--- config.mk ---
export PLATFORM = sky130hd
export DESIGN_NAME = mono_color_expand_blit
export DESIGN_NICKNAME = d
export VERILOG_FILES = /design/src/rtl/core/mceb_pkg.sv /design/src/rtl/core/mono_color_expand_blit.sv /design/src/rtl/core/mceb_pixel.sv
export SDC_FILE = /design/constraint.sdc
export NUM_CORES = 1
export LEC_CHECK = 0
export CORE_ASPECT_RATIO = 0.5
export CORE_MARGIN = 2
export CORE_UTILIZATION = 40
export CTS_CLUSTER_DIAMETER = 30
export DETAILED_ROUTE_END_ITERATION = 10
export DONT_BUFFER_PORTS = 1
export PLACE_DENSITY = 0.62
export SYNTH_ARGS = -nofsm -noshare
export SYNTH_HDL_FRONTEND = slang
export SYNTH_SLANG_ARGS = --single-unit
--- constraint.sdc ---
create_clock -name clk -period 3.72 [get_ports clk]
set_input_delay 0.186 -clock clk [delete_from_list [all_inputs] [get_ports clk]]
set_output_delay 0.186 -clock clk [all_outputs]
set_load 0.01 [all_outputs]
--- src/rtl/core/mceb_pkg.sv ---
// package with types, register codes and helpers for the mono color expansion blit
`default_nettype none
package mceb_pkg;

  localparam int MAX_DIMENSION = 4096;
  localparam int DIM_W         = $clog2(MAX_DIMENSION);
  localparam int CFG_DIM_W     = 13;
  localparam int PIX_W         = 32;
  localparam int CFG_IDX_W     = 3;

  localparam logic [CFG_IDX_W-1:0] REG_ROW_WIDTH   = 3'd0;
  localparam logic [CFG_IDX_W-1:0] REG_ROW_TOTAL   = 3'd1;
  localparam logic [CFG_IDX_W-1:0] REG_FG_COLOR    = 3'd2;
  localparam logic [CFG_IDX_W-1:0] REG_BG_COLOR    = 3'd3;
  localparam logic [CFG_IDX_W-1:0] REG_XOR_MODE    = 3'd4;
  localparam logic [CFG_IDX_W-1:0] REG_PIXEL_BYTES = 3'd5;

  typedef struct packed {
    logic [CFG_DIM_W-1:0] row_width;
    logic [CFG_DIM_W-1:0] row_total;
    logic [PIX_W-1:0]     fg_color;
    logic [PIX_W-1:0]     bg_color;
    logic                 xor_mode;
    logic [2:0]           pixel_bytes;
  } cfg_t;

  typedef struct packed {
    logic [7:0]       src_byte;
    logic [PIX_W-1:0] old_pixel;
  } in_t;

  typedef struct packed {
    logic [PIX_W-1:0] new_pixel;
    logic             write_pixel;
    logic             took_source_byte;
    logic             end_of_row;
    logic             end_of_frame;
  } out_t;

  function automatic logic [PIX_W-1:0] pixel_mask(input logic [2:0] nbytes);
    logic [PIX_W-1:0] m;
    begin
      case (nbytes)
        3'd0, 3'd1: m = 32'h0000_00FF;
        3'd2:       m = 32'h0000_FFFF;
        3'd3:       m = 32'h00FF_FFFF;
        default:    m = 32'hFFFF_FFFF;
      endcase
      return m;
    end
  endfunction

  function automatic logic [CFG_DIM_W-1:0] clamp_dim(input logic [CFG_DIM_W-1:0] v);
    logic [CFG_DIM_W-1:0] r;
    begin
      if (v == '0) begin
        r = CFG_DIM_W'(1);
      end else if (v > CFG_DIM_W'(MAX_DIMENSION)) begin
        r = CFG_DIM_W'(MAX_DIMENSION);
      end else begin
        r = v;
      end
      return r;
    end
  endfunction

endpackage
`default_nettype wire

--- src/rtl/core/mono_color_expand_blit.sv ---
// top level of the mono color expansion blit: counters, shifter, config and output skid
// an accepted beat goes into the result register, or into the skid stage while the output is stalled
// throughput: one pixel beat per cycle while in_stall is low, set by the single result register with its skid stage
// in_stall rises only when the skid stage holds a beat behind a stalled output
// rst_n (synchronous) clears counters, shifter, valid flags and loads register defaults
`default_nettype none
module mono_color_expand_blit
  import mceb_pkg::*;
(
  input  logic                 clk,
  input  logic                 rst_n,
  input  logic                 in_valid,
  output logic                 in_stall,
  input  in_t                  in_data,
  output logic                 out_valid,
  input  logic                 out_stall,
  output out_t                 out_data,
  input  logic                 cfg_valid,
  output logic                 cfg_ready,
  input  logic [CFG_IDX_W-1:0] cfg_index,
  input  logic [PIX_W-1:0]     cfg_data
);

  cfg_t             cfg_r;
  logic [DIM_W-1:0] col_r, col_nxt;
  logic [DIM_W-1:0] row_r, row_nxt;
  logic [7:0]       shift_r, shift_nxt;
  logic             out_valid_r;
  out_t             out_data_r;
  logic             skid_valid_r;
  out_t             skid_data_r;

  logic                 accept;
  logic                 took;
  logic [7:0]           cur_byte;
  logic [CFG_DIM_W-1:0] width_c;
  logic [CFG_DIM_W-1:0] height_c;
  logic [CFG_DIM_W-1:0] col_inc;
  logic [CFG_DIM_W-1:0] row_inc;
  logic                 eor;
  logic                 eof;
  logic [PIX_W-1:0]     pix;
  logic                 pix_wr;
  out_t                 res;

  assign cfg_ready = 1'b1;
  assign in_stall  = skid_valid_r;
  assign accept    = in_valid && !skid_valid_r;
  assign out_valid = out_valid_r;
  assign out_data  = out_data_r;

  // config register file
  always_ff @(posedge clk) begin
    if (!rst_n) begin
      cfg_r.row_width   <= CFG_DIM_W'(8);
      cfg_r.row_total   <= CFG_DIM_W'(1);
      cfg_r.fg_color    <= '1;
      cfg_r.bg_color    <= '0;
      cfg_r.xor_mode    <= 1'b0;
      cfg_r.pixel_bytes <= 3'd4;
    end else if (cfg_valid && cfg_ready) begin
      case (cfg_index)
        REG_ROW_WIDTH:   cfg_r.row_width   <= cfg_data[CFG_DIM_W-1:0];
        REG_ROW_TOTAL:   cfg_r.row_total   <= cfg_data[CFG_DIM_W-1:0];
        REG_FG_COLOR:    cfg_r.fg_color    <= cfg_data;
        REG_BG_COLOR:    cfg_r.bg_color    <= cfg_data;
        REG_XOR_MODE:    cfg_r.xor_mode    <= cfg_data[0];
        REG_PIXEL_BYTES: cfg_r.pixel_bytes <= cfg_data[2:0];
        default: ;
      endcase
    end
  end

  // rectangle walk and bit shifter
  assign took     = (col_r[2:0] == 3'd0);
  assign cur_byte = took ? in_data.src_byte : shift_r;
  assign width_c  = clamp_dim(cfg_r.row_width);
  assign height_c = clamp_dim(cfg_r.row_total);
  assign col_inc  = CFG_DIM_W'(col_r) + CFG_DIM_W'(1);
  assign row_inc  = CFG_DIM_W'(row_r) + CFG_DIM_W'(1);
  assign eor      = (col_inc >= width_c);
  assign eof      = eor && (row_inc >= height_c);

  always_comb begin
    if (eor) begin
      col_nxt   = '0;
      shift_nxt = '0;
      row_nxt   = eof ? '0 : row_inc[DIM_W-1:0];
    end else begin
      col_nxt   = col_inc[DIM_W-1:0];
      shift_nxt = {cur_byte[6:0], 1'b0};
      row_nxt   = row_r;
    end
  end

  always_ff @(posedge clk) begin
    if (!rst_n) begin
      col_r   <= '0;
      row_r   <= '0;
      shift_r <= '0;
    end else if (accept) begin
      col_r   <= col_nxt;
      row_r   <= row_nxt;
      shift_r <= shift_nxt;
    end
  end

  mceb_pixel u_pixel (
    .cfg         (cfg_r),
    .src_bit     (cur_byte[7]),
    .old_pixel   (in_data.old_pixel),
    .new_pixel   (pix),
    .write_pixel (pix_wr)
  );

  always_comb begin
    res.new_pixel        = pix;
    res.write_pixel      = pix_wr;
    res.took_source_byte = took;
    res.end_of_row       = eor;
    res.end_of_frame     = eof;
  end

  // result register with skid stage
  always_ff @(posedge clk) begin
    if (!rst_n) begin
      out_valid_r  <= 1'b0;
      skid_valid_r <= 1'b0;
    end else begin
      if (!out_valid_r || !out_stall) begin
        if (skid_valid_r) begin
          out_valid_r  <= 1'b1;
          skid_valid_r <= 1'b0;
        end else begin
          out_valid_r <= accept;
        end
      end else if (accept) begin
        skid_valid_r <= 1'b1;
      end
    end
  end

  always_ff @(posedge clk) begin
    if (!out_valid_r || !out_stall) begin
      if (skid_valid_r) begin
        out_data_r <= skid_data_r;
      end else if (accept) begin
        out_data_r <= res;
      end
    end else if (accept) begin
      skid_data_r <= res;
    end
  end

endmodule
`default_nettype wire

--- src/rtl/core/mceb_pixel.sv ---
// pixel datapath: copy or xor expansion of one source bit, masked to pixel width
`default_nettype none
module mceb_pixel
  import mceb_pkg::*;
(
  input  cfg_t             cfg,
  input  logic             src_bit,
  input  logic [PIX_W-1:0] old_pixel,
  output logic [PIX_W-1:0] new_pixel,
  output logic             write_pixel
);

  logic [PIX_W-1:0] mask;
  logic [PIX_W-1:0] fg;
  logic [PIX_W-1:0] bg;
  logic [PIX_W-1:0] oldm;

  assign mask = pixel_mask(cfg.pixel_bytes);
  assign fg   = cfg.fg_color & mask;
  assign bg   = cfg.bg_color & mask;
  assign oldm = old_pixel & mask;

  always_comb begin
    if (!cfg.xor_mode) begin
      new_pixel   = src_bit ? fg : bg;
      write_pixel = 1'b1;
    end else if (src_bit) begin
      new_pixel   = (oldm == bg) ? fg : bg;
      write_pixel = 1'b1;
    end else begin
      new_pixel   = oldm;
      write_pixel = 1'b0;
    end
  end

endmodule
`default_nettype wire

* Word-level counts from Yosys, hierarchy flattened
Cells that the tools add are included.
** Operators by class
- Add/subtract/negate cells :: 2
- $lt $le $gt $ge :: 4
- Equal/unequal tests :: 9
- Multiplexer cells :: 18
- Bitwise gates (word level) :: 5
- Reduce and logical (&&, ||, !) cells :: 23
** Operators with widths (count)
- $mux W32 :: 4
- $and A32 B32 Y32 :: 3
- $pmux W32 S3 :: 1
- $mux W36 :: 2
- $mux W13 :: 4
- $eq A32 B32 Y1 :: 1
- $add A12 B1 Y13 const B :: 2
- $ge A13 B13 Y1 :: 2
- $gt A13 B13 Y1 const B :: 2
- $logic_not A13 Y1 :: 2
- $mux W12 :: 2
- $reduce_and A2 Y1 :: 9
- $mux W8 :: 2
- $eq A3 B2 Y1 const B :: 4
- $logic_not A3 Y1 :: 3
- $eq A3 B1 Y1 const B :: 2
- $eq A3 B3 Y1 const B :: 2
- $reduce_or A2 Y1 :: 2
- $logic_not A1 Y1 :: 3
- $mux W1 :: 3
- $logic_and A1 B1 Y1 :: 2
- $not A1 Y1 :: 2
- $reduce_bool A2 Y1 :: 1
- $logic_or A1 B1 Y1 :: 1
** Storage, ports and cells
- Register bits after elaboration :: 200
- Output and inout port bits :: 39
- Word-level logic and storage cells :: 82

* Longest topological paths before layout
Gate-level depths: netlist of the first run.
- Depth after elaboration :: 10
- Gate-level depth with buffers :: 17
- Depth with buffers taken out :: 15

* Cells and area by module
Synthesis of the first run repeated with hierarchy kept, for this count alone.
** Second synthesis, totals
- Cell total of the unflattened synthesis :: 1185
- Area, all modules :: 10334.9 sq um
** Modules (own cells, without submodules)
- mono_color_expand_blit :: times used 1, cells an instance 874, area each 8439.3 sq um, sequential area each 4704.5 sq um
- mceb_pixel :: times used 1, cells an instance 311, area each 1895.6 sq um, sequential area each 0.0 sq um

* Least setup slack after synthesis of the first run
OpenSTA, ideal clock, no wires.
- Path kind :: register to register
- Start :: reg col_r[0]
- End :: reg row_r[4]
- Setup time :: 0.135 ns
- Arrival :: 3.461 ns
- Setup slack :: 0.124 ns
- Stages on the path, launching flop included :: 17
- Cell sequence :: dfxtp_1 -> ha_1 -> and3_1 -> and3_1 -> and3_1 -> and3_1 -> xor2_1 -> ha_1 -> a21o_1 -> a21o_1 -> a2111oi_0 -> o21ai_0 -> nand2_1 -> inv_1 -> nand4_1 -> clkbuf_1 -> o22ai_1
** On the way
- Cells in the longest elaborated chain, start to end :: 4
** Ends and longest elaborated chain
- from (decl) :: line mono_color_expand_blit.sv:25 : logic [DIM_W-1:0] col_r, col_nxt;
- from (signal assigned) :: line mono_color_expand_blit.sv:102 : col_r <= col_nxt;
- $add A12 B1 Y13 (*) :: line mono_color_expand_blit.sv:79 : assign col_inc = CFG_DIM_W'(col_r) + CFG_DIM_W'(1);
- $ge A13 B13 Y1 (*) :: line mono_color_expand_blit.sv:81 : assign eor = (col_inc >= width_c);
- via eor :: line mono_color_expand_blit.sv:40 : logic eor;
- $logic_and A1 B1 Y1 :: line mono_color_expand_blit.sv:82 : assign eof = eor && (row_inc >= height_c);
- $mux W12 :: line mono_color_expand_blit.sv:88 : row_nxt = eof ? '0 : row_inc[DIM_W-1:0];
- to (signal assigned) :: line mono_color_expand_blit.sv:103 : row_r <= row_nxt;
- to (decl) :: line mono_color_expand_blit.sv:26 : logic [DIM_W-1:0] row_r, row_nxt;
The timed path passes the listed nets; every way through them passes the cells marked *.
A chain may end at the register's enable or synchronous reset.

* Worst setup path in the final report of the first run
- Start :: reg col_r[1]
- End :: reg row_r[11]
** On the way
- Cells in the longest elaborated chain, start to end :: 4
** Ends and longest elaborated chain (line)
- $add A12 B1 Y13 (*) :: mono_color_expand_blit.sv:79
- $ge A13 B13 Y1 (*) :: mono_color_expand_blit.sv:81
- $logic_and A1 B1 Y1 :: mono_color_expand_blit.sv:82
- $mux W12 :: mono_color_expand_blit.sv:88
Every way passes the cells marked *; elsewhere a longest branch is shown, timed or not.

==> metrics.yaml, run 1 <==
netlist_instances: 1064
num_vias: 7872
cts_buffers: 17
rsz0062_at_grt: "no"
antenna_found_initial: 0
yosysTopAreaCell: "dfxtp_1"
worstPathMaxFanout: 12
synth.area.top_cells: "dfxtp_1 26%, edfxtp_1 22%, nand2_1 9.5%"
grt_max_degree: 51
nets: 1204
ff2ff_path_depth: 16
period_share_pct: 92.88
ys_top_cells_by_count: "243 x nand2_1, 127 x dfxtp_1, 86 x a21oi_1, 72 x edfxtp_1"
rows: 40
layout-drive-gt1-share_pct: 10.02
synthesis.area_mm2: 0.009648
r2r_slack_ns: 0.26
r2r-end: "row_r[11]"
setup_viol: 0
cp-start-kind: "register"
dr.pass1.iters: 8
tns_ns: 0
die_w_um: 223.6
clk_latency_ns: 0.44
netlist.area_leader.share_pct: 26.35
yosysUniqueCellTypes: 55
drt_iter0_drc: 609
num-fill-cells: 2242
utilization_pct: 46.57
finalMaxSlewViolations: 0
setup.worst_path.class: "reg -> reg"
synth_seq_area_share_pct: 48.76
syn_avg_cell_area_um2: 9.068
area_delta_synth_final_pct: 14.98
cts_tree: "built"
max_freq_mhz: 289.4
numClockSinks: 199
routed_wl_mm: 26.96
grt_pass1_vias: 7834
hold_violations: 0
cts-root-buf: "clkbuf_16"
portBuffers: 0
post-synth-top-count-cell: "nand2_1"
place_congestion: 0.8730
cp.arrival_ns: 3.81
cts.clk_slew.worst_paths_ns: 0.07
htreeDepth: 4
end_kind: "register"
max_slew_margin_pct: 26.14
hold-path-endpoint: "shift_r[1]"
ioPinCount: 119
finalCriticalPeriod_ns: 3.455
fin_skew_ns: 0.01237
min_from: "rst_n"
syn_nets: 1173
gr-total-overflow: 0
ys_warn_count: 0
clockPowerShare_pct: 36.7
p_int_mw: 3.591
drt-wirelength-per-cell_um: 18.95
drc_errors: 0
final_antenna_net_count: 0
min_path_type: "in -> reg"
worst_hold_path.num_cells: 2
ys_ff_latch: 199
regToRegStartpoint: "col_r[1]"
worstMarginPinSlew_ns: 1.106
run_status: "finished clean"
power_density_mw_per_mm2: 437.5
dieHeight_um: 113.8
power.leakage_nw: 4.117
grt_pass1_wl_mm: 42.42
synth-async-reset-ratio_pct: 0
p_switching_mw: 1.262
crit_required_ns: 4.07
dp_hpwl_mm: 17.48
synth_ff_type: "dfxtp_1"
synth_edf_count: 72
swShare_pct: 26.00
start_util_pct: 40.50
drv_cap: 0
combPwrFrac_pct: 12.3
clock_path_buffers: 2
core_area_mm2: 0.02382
irDropWorstVdd_mv: 0.3536
gr-usage-all-layers_pct: 21.30
total_power_mw: 4.853
die_area_mm2: 0.02545
pwr-share-seq_pct: 51.0
holdWs_ns: 0.01003
drt-vias-per-instance: 5.532
diodes: 0
==> cell type report <==
| type | count | area, um2 | area share [%] |
|---|---|---|---|
| Clock buffer | 20 | 446.7 | 4.027 |
| Clock inverter | 12 | 101.3 | 0.9136 |
| Inverter | 37 | 138.9 | 1.252 |
| Multi-Input combinational cell | 765 | 4616 | 41.61 |
| Sequential cell | 199 | 4706 | 42.42 |
| Tap cell | 315 | 394.1 | 3.553 |
| Timing Repair Buffer | 75 | 690.7 | 6.226 |
==> flip-flops by register name, indices dropped and copies added (netlist names) <==
signal       flops
shift_r          7
out_data        36
skid_data_r     36
out_valid        1
col_r           12
in_stall         1
row_r           12
cfg_r           94
==> metal layers <==
layer  GRT usage [%]  routed length (um)
met1           28.40               12600
met4           7.289                 503
met3           5.075                1385
met5               0                   0
met2           34.21               12480
==> worst max path at each step <==
stage / startpoint / end / slack [ns] / cells after the start
global route: row_r[0] / row_r[5] / 0.004 / 15
global placement: col_r[1] / col_r[5] / 0.20 / 16
detailed placement: col_r[1] / col_r[9] / 0.07 / 16
finish: col_r[1] / row_r[11] / 0.26 / 16
CTS: col_r[1] / col_r[6] / 0.05 / 16
floorplan: col_r[0] / row_r[4] / 0.12 / 16
==> metrics by stage <==
stage	cell area (um2)	std cells	worst slack (ns)
floorplan	9648	1064	0.1236
detailed placement	10010	1343	0.06862
global placement	10010	1343	0.1963
global route	11090	1423	0.003629
CTS	11040	1422	0.04755
finish	11090	1423	0.2650
==> worst max-delay path, cell delays in order, from the launching register on <==
cell and delay (ns):
dfxtp_1 0.34, ha_1 0.20, and3_2 0.24, and3_1 0.20
and3_4 0.19, and3_4 0.19, xor2_1 0.14, ha_1 0.32
a21o_1 0.17, a21o_1 0.19, a2111oi_2 0.33, o21ai_1 0.13
buf_4 0.21, a31oi_1 0.15, buf_4 0.21, o21ai_0 0.11
o31ai_1 0.07
==> what timing repair did <==
item | in CTS | in global routing
setup endpoints to repair | 0 | 31
resized for setup | 0 | 14
setup buffers | 0 | 0
endpoints found under the hold margin | 108 | 0
hold buffers | 47 | 0
==> cell families after synthesis <==
kind of cell,count (synthesis),synth area share (%)
adders and majority gates,29,3.761
and+or+nand+nor,425,19.35
other,1,0.03887
AOI/OAI and AO/OA,230,15.93
buffers and inverters,100,4.124
muxes,30,3.502
DFF,199,48.76
xor gates and xnor gates,50,4.539
==> cell usage in the layout (no fill, tap or decap), types with 6 or more instances in the layout <==
cell,Yosys,layout
nor2b_1,15,15
clkbuf_16,0,17
xor2_1,33,33
a21oi_1,86,84
edfxtp_1,72,72
dlygate4sd3_1,0,46
inv_1,37,36
a211oi_1,13,13
a21o_1,7,7
buf_4,3,28
mux2i_1,9,9
o32ai_1,15,15
a211o_1,6,6
nor2_1,52,51
a221oi_1,7,7
nand3b_1,10,10
a221oi_2,10,10
nor3_1,12,12
nand3_1,50,49
and3_1,11,8
dfxtp_1,127,126
nand2_1,243,243
o21ai_0,48,47
nand4_1,6,6
nor4_1,9,9
mux2_2,20,20
ha_1,29,28
o31ai_1,15,15
xnor2_1,17,17
==> power groups by stage <==
stage / Clock, mW / Combinational (mW) / Sequential, mW
CTS: 1.81 / 0.587 / 2.47
detailed placement: 0 / 0.517 / 2.52
global route: 1.91 / 0.652 / 2.48
floorplan: 0 / 0.393 / 2.51
finish: 1.78 / 0.597 / 2.47
global placement: 0 / 0.506 / 2.52
No activity file was read; power rests on OpenSTA's default activity.
==> inputs of run 2 (changes only) <==
--- a/config.mk
+++ b/config.mk
@@ -6,12 +6,12 @@
 export NUM_CORES = 1
 export LEC_CHECK = 0
 export CORE_ASPECT_RATIO = 0.5
-export CORE_MARGIN = 2
-export CORE_UTILIZATION = 40
+export CORE_MARGIN = 8
+export CORE_UTILIZATION = 58
 export CTS_CLUSTER_DIAMETER = 30
 export DETAILED_ROUTE_END_ITERATION = 10
 export DONT_BUFFER_PORTS = 1
-export PLACE_DENSITY = 0.62
+export PLACE_DENSITY = 0.82
 export SYNTH_ARGS = -nofsm -noshare
 export SYNTH_HDL_FRONTEND = slang
 export SYNTH_SLANG_ARGS = --single-unit
==> run 2 against run 1 <==
  * Critical path depth stayed put
  * Sequential power hardly changed
  * Maximum frequency is 2.3% lower
  * Clock skew is 0.0040 ns higher
  * Register-to-register slack worse by 0.08 ns
  * First-iteration DRC count is 8.7% higher
  * Combinational power hardly changed
  * Clock power is 11% higher
  * Routed wire length is 0.27% higher
  * Sequential cell count stayed put
  * Count of clock-buffer cells in the layout is 3 lower
==> metrics.yaml, run 2 (synthesized netlist as in run 1, its figures left out) <==
run_status: "finished clean"
antenna_found_initial: 3  # +3
die_w_um: 198.4  # -11%
die_area_mm2: 0.02127  # -16%
htreeDepth: 4  # unchanged
final_antenna_net_count: 0  # unchanged
final_cell_mix: "242 x nand2_1, 126 x dfxtp_1, 84 x a21oi_1"
clk_latency_ns: 0.45  # about the same
multi_input_area_mm2: 0.004624  # +0.19%
worstPathMaxFanout: 10  # -2
end_kind: "register"
core_area_mm2: 0.01631  # -32%
fin_skew_ns: 0.01638  # +0.004008 ns
p_int_mw: 3.646  # +1.5%
cp_slowest_cell: "dfxtp_1"
layout-drive-gt1-share_pct: 10.96  # +0.94 points
path_delay_family: "compound AO/OA/AOI/OAI gates"
clock_path_buffers: 2  # unchanged
crit_required_ns: 4.08  # about the same
setup.worst_path.class: "reg -> reg"
power.leakage_nw: 4.190  # +1.8%
numClockSinks: 199  # unchanged
drt-wirelength-per-cell_um: 20.13  # +6.2%
routed_wl_mm: 27.04  # +0.27%
gr-usage-all-layers_pct: 24.88  # +3.6 points
drv_cap: 0  # unchanged
cts-root-buf: "clkbuf_16"
pwr-share-seq_pct: 48.9  # -2.1 points
cp.arrival_ns: 3.90  # +0.09 ns
cp_num_buf_inv: 2  # unchanged
max_freq_mhz: 282.7  # -2.3%
start_util_pct: 59.16  # +19 points
num-fill-cells: 1202  # -46%
period_share_pct: 95.11  # +2.2 points
dieHeight_um: 107.2  # -5.8%
portBuffers: 0  # unchanged
cts_buffers: 17  # unchanged
total_power_mw: 5.055  # +4.2%
irDropWorstVdd_mv: 0.3930  # +11%
setup_viol: 0  # unchanged
cts_tree: "built"
swShare_pct: 27.87  # +1.9 points
holdWs_ns: 0.006032  # -0.004002 ns
cpPeakStageDelay_ns: 0.37  # +0.03 ns
dp_hpwl_mm: 17.17  # -1.8%
rows: 33  # -18%
tns_ns: 0  # unchanged
drt-vias-per-instance: 6.073  # +9.8%
drc_errors: 0  # unchanged
cts.clk_slew.worst_paths_ns: 0.08  # about the same
dr.pass1.iters: 5  # -3
regArea_mm2: 0.004706  # unchanged
place_congestion: 0.8415  # -3.6%
nets: 1209  # +0.42%
finalMaxSlewViolations: 0  # unchanged
p_switching_mw: 1.409  # +12%
grt_pass1_wl_mm: 42.39  # about the same
cp-start-kind: "register"
path_cells: "ha_1 -> and3_1 -> and3_2 -> and3_4 -> and3_4 -> xor2_1 -> ha_1 -> a21o_1 -> a21o_1 -> a2111oi_4 -> o21ai_2 -> buf_4 -> a21oi_2 -> buf_4 -> nand3b_1 -> a21oi_1"
combPwrFrac_pct: 11.9  # -0.4 points
regMostFlops: "cfg_r"
hold_violations: 0  # unchanged
min_path_type: "in -> reg"
finalCriticalPeriod_ns: 3.538  # +0.08289 ns
num_vias: 8156  # +3.6%
clockPowerShare_pct: 39.2  # +2.5 points
ioPinCount: 119  # unchanged
max_slew_margin_pct: 47.07  # +21 points
drt_iter0_drc: 662  # +8.7%
gr-total-overflow: 0  # unchanged
utilization_pct: 68.24  # +22 points
grt_pass1_vias: 8133  # +3.8%
grt_max_degree: 57  # +12%
worstMarginPinSlew_ns: 0.7940  # -0.3116 ns
power_density_mw_per_mm2: 454.2  # +3.8%
largest_reg_flops: 94  # unchanged
layout_commonest_cell: "nand2_1"
area_delta_synth_final_pct: 15.35
## run 2: changes by cell type in the layout (fill, tap and decap cells not counted), sizes merged, moves of 3 or more
cell and delta:
buf +4, clkbuf -3, clkinv -3, diode +3
inv +7
## run 2: routing by layer
metal  up-vias  share of wire (%)  track usage (%)
li1       3807                  -                -
met1      3839                 41            31.10
met2       418                 46            39.33
met3        92                9.1            6.596
met4         0                3.8            13.20
met5         -                  0                0
## run 2: layout make-up
cell class	count	area share [%]
Antenna cell	3	0.06745
Clock buffer	17	3.822
Clock inverter	15	1.934
Inverter	37	1.248
Multi-Input combinational cell	765	41.55
Sequential cell	199	42.28
Tap cell	227	2.552
Timing Repair Buffer	80	6.543
## run 2: worst paths after layout
kind | startpoint | end | slack, ns | depth (start not counted)
setup / recovery | col_r[1] | col_r[5] | 0.18 | 16
hold / removal | rst_n | shift_r[7] | 0.006 | 2
setup reg to reg | col_r[1] | col_r[5] | 0.18 | 16
hold reg to reg | cfg_r[33] | cfg_r[33] | 0.46 | 2
## run 2: timing repair
item	4_1_cts	5_1_grt
buffers inserted	0	3
cloned	0	2
hold buffers	48	0
endpoints found under the hold margin	106	0
gates resized for setup	2	15
pin swaps	0	0
setup endpoints to repair	30	31
## run 2: worst register-to-register path, stage by stage (launching register included)
cell	delay, ns
dfxtp_1	0.37
ha_1	0.18
and3_1	0.17
and3_2	0.24
and3_4	0.22
and3_4	0.21
xor2_1	0.16
ha_1	0.26
a21o_1	0.16
a21o_1	0.22
a2111oi_4	0.35
o21ai_2	0.12
buf_4	0.20
a21oi_2	0.17
buf_4	0.17
nand3b_1	0.08
a21oi_1	0.17
## run 2: power by group through the flow
stage / Sequential (mW) / Combinational (mW) / Clock, mW
after global placement: 2.52 / 0.490 / 0
final: 2.47 / 0.600 / 1.98
after CTS: 2.47 / 0.577 / 2.00
after floorplan: 2.51 / 0.393 / 0
after detailed placement: 2.53 / 0.507 / 0
after global routing: 2.48 / 0.648 / 2.07
## run 2: through the flow
step / setup slack, ns / cells / cell area, um2
6_report: 0.1821 / 1343 / 11130
5_1_grt: -0.04306 / 1343 / 11130
4_1_cts: 0.02730 / 1335 / 11030
3_5_place_dp: 0.08289 / 1255 / 9896
3_3_place_gp: 0.2077 / 1255 / 9896
2_1_floorplan: 0.1236 / 1064 / 9648
==> inputs of run 3 (changes only) <==
--- a/config.mk
+++ b/config.mk
@@ -5,6 +5,7 @@
 export SDC_FILE = /design/constraint.sdc
 export NUM_CORES = 1
 export LEC_CHECK = 0
+export ABC_AREA = 1
 export CORE_ASPECT_RATIO = 0.5
 export CORE_MARGIN = 8
 export CORE_UTILIZATION = 58
==> run 3 against run 2 <==
  * Utilization fell by 2.9 points
  * Sequential power barely moved
  * Via count rose by 25%
  * Critical path type unchanged
  * Highest routed layer unchanged
==> metrics.yaml, run 3 <==
min_path_type: "in -> reg"
start_util_pct: 58.33  # -0.83 points
dr.pass1.iters: 6  # +1
irDropWorstVdd_mv: 0.3581  # -8.9%
gr-total-overflow: 0  # unchanged
synth_seq_area_share_pct: 44.38  # -4.4 points
ys_warn_count: 0  # unchanged
ys_top_cells_by_count: "471 x nand2_1, 164 x nand3_1, 129 x inv_1, 127 x dfxtp_1, 125 x nor2_1"
portBuffers: 0  # unchanged
cp-start-kind: "register"
die_area_mm2: 0.02312  # +8.7%
area_delta_synth_final_pct: 12.05
worstMarginPinSlew_ns: 1.015  # +0.2209 ns
setup_viol: 0  # unchanged
layout-drive-gt1-share_pct: 4.677  # -6.3 points
netlist.area_leader.share_pct: 23.98  # -2.4 points
synth-async-reset-ratio_pct: 0  # unchanged
swShare_pct: 29.67  # +1.8 points
drv_cap: 0  # unchanged
cts_tree: "built"
synth_ff_type: "dfxtp_1"
max_freq_mhz: 304.0  # +7.6%
grt_pass1_vias: 9656  # +19%
end_kind: "register"
fin_skew_ns: 0.01692  # +0.0005491 ns
worstPathMaxFanout: 8  # -2
hold_violations: 0  # unchanged
netlist_instances: 1484  # +39%
holdWs_ns: 0.03475  # +0.02871 ns
pwr-share-seq_pct: 49.4  # +0.5 points
yosysTopAreaCell: "dfxtp_1"
p_int_mw: 3.558  # -2.4%
syn_nets: 1593  # +36%
dieHeight_um: 111.6  # +4.1%
antenna_found_initial: 0  # -3
core_area_mm2: 0.01817  # +11%
final_antenna_net_count: 0  # unchanged
tns_ns: 0  # unchanged
clk_latency_ns: 0.44  # about the same
syn_avg_cell_area_um2: 7.143  # -21%
routed_wl_mm: 30.61  # +13%
place_congestion: 0.8866  # +5.4%
synthesis.area_mm2: 0.01060  # +9.9%
crit_required_ns: 4.07  # about the same
rsz0062_at_grt: "no"
run_status: "finished clean"
regMostFlops: "cfg_r"
yosysUniqueCellTypes: 38  # -31%
clockPowerShare_pct: 35.6  # -3.6 points
final_cell_mix: "470 x nand2_1, 163 x nand3_1, 129 x inv_1"
cp.arrival_ns: 3.64  # -0.26 ns
final_area_mm2: 0.01188  # +6.7%
combPwrFrac_pct: 15.0  # +3.1 points
grt_max_degree: 88  # +54%
setup.worst_path.class: "reg -> reg"
grt_pass1_wl_mm: 48.76  # +15%
synth_edf_count: 72  # unchanged
layout_commonest_cell: "nand2_1"
synth.area.top_cells: "dfxtp_1 24%, edfxtp_1 20%, nand2_1 17%"
cts-root-buf: "clkbuf_16"
power.leakage_nw: 5.400  # +29%
ys_ff_latch: 199  # unchanged
largest_reg_flops: 94  # unchanged
nets: 1614  # +33%
ioPinCount: 119  # unchanged
diodes: 0  # -3
max_slew_margin_pct: 32.26  # -15 points
clock_path_buffers: 2  # unchanged
post_cts_buffers: 0  # unchanged
drc_errors: 0  # unchanged
gr-usage-all-layers_pct: 25.56  # +0.68 points
die_w_um: 207.2  # +4.4%
drt-wirelength-per-cell_um: 17.41  # -14%
htreeDepth: 4  # unchanged
drt-vias-per-instance: 5.783  # -4.8%
power_density_mw_per_mm2: 425.9  # -6.2%
cts_buffers: 17  # unchanged
rows: 35  # +6.1%
period_share_pct: 88.42  # -6.7 points
placed_area_mm2: 0.01074  # +8.5%
p_switching_mw: 1.501  # +6.5%
post-synth-top-count-cell: "nand2_1"
num_vias: 10170  # +25%
finalCriticalPeriod_ns: 3.289  # -0.2486 ns
drt_iter0_drc: 1018  # +54%
cts.clk_slew.worst_paths_ns: 0.07  # about the same
numClockSinks: 199  # unchanged
finalMaxSlewViolations: 0  # unchanged
dp_hpwl_mm: 19.89  # +16%
==> run 3: changes by cell type in the layout (fill, tap and decap cells not counted), sizes merged, moves of 17 or more <==
cell and delta:
nand2 +232, a221oi -17, nor2 +76, inv +93
nand3 +114, o21ai +73, mux2 -20, xnor2 -17
==> run 3: power groups by stage <==
stage / Sequential (mW) / Clock [mW] / Combinational [mW]
floorplan: 2.53 / 0 / 0.509
global placement: 2.54 / 0 / 0.633
detailed placement: 2.55 / 0 / 0.660
CTS: 2.50 / 1.81 / 0.740
global route: 2.51 / 1.91 / 0.849
finish: 2.50 / 1.80 / 0.761
==> run 3: area by class of cell <==
cell class | count | area (um2)
timing repair buffer | 77 | 733.2
fill | 1500 | 6296
inverter | 135 | 509.2
tap | 240 | 300.3
multi-input combinational | 1075 | 5064
sequential | 199 | 4705
clock buffer | 18 | 429.2
clock inverter | 14 | 137.6
==> run 3: logic make-up after synthesis <==
kind of cell             share of synthesized area, %
AO/OA/AOI/OAI                                   11.18
AND/OR/NAND/NOR                                 31.46
buffers and inverters                           8.121
XOR/XNOR                                        1.405
adder cells (fa/ha/maj)                         3.423
other                                         0.03538
flip-flops                                      44.38
==> run 3: repair_timing <==
item	4_1_cts	5_1_grt
hold buffers	55	0
endpoints found under the setup margin	0	3
resized for setup	0	1
endpoints found under the hold margin	106	0
==> run 3: metrics by stage <==
step                      util, %  std cells  worst slack (ns)  power, mW
after floorplan                 -       1484            0.6892      3.039
after global placement      59.10       1671            0.5757      3.177
after detailed placement    59.10       1671            0.4812      3.208
after CTS                   65.34       1758            0.4320      5.049
after global routing        65.36       1758           0.06647      5.263
final                       65.36       1758            0.4307      5.059
==> run 3: worst max-delay path, stage by stage (launching register included) <==
cell     delay, ns
dfxtp_1       0.39
inv_1         0.10
nor3_1        0.48
nand4_1       0.23
nor3_1        0.24
xor2_1        0.13
ha_1          0.31
nand2_1       0.06
o21ai_0       0.19
a21oi_1       0.06
nand3_1       0.14
nand2_1       0.19
nor2_1        0.30
buf_4         0.22
nand3_1       0.07
o21ai_0       0.09
==> run 3: path summary, 6_finish.rpt <==
check / from / endpoint / slack, ns / depth (start not counted)
max reg2reg: col_r[0] / row_r[2] / 0.43 / 15
min: in_data[36] / shift_r[5] / 0.03 / 2
min reg2reg: shift_r[5] / shift_r[5] / 0.47 / 2
max: col_r[0] / row_r[2] / 0.43 / 15
==> run 3: routing by layer <==
metal,track usage [%],vias up,part of all wire (%)
met5,0,-,0
met4,10.18,0,3.4
met3,6.338,99,9.3
met2,42.00,496,46
met1,32.11,4682,41
li1,-,4890,-
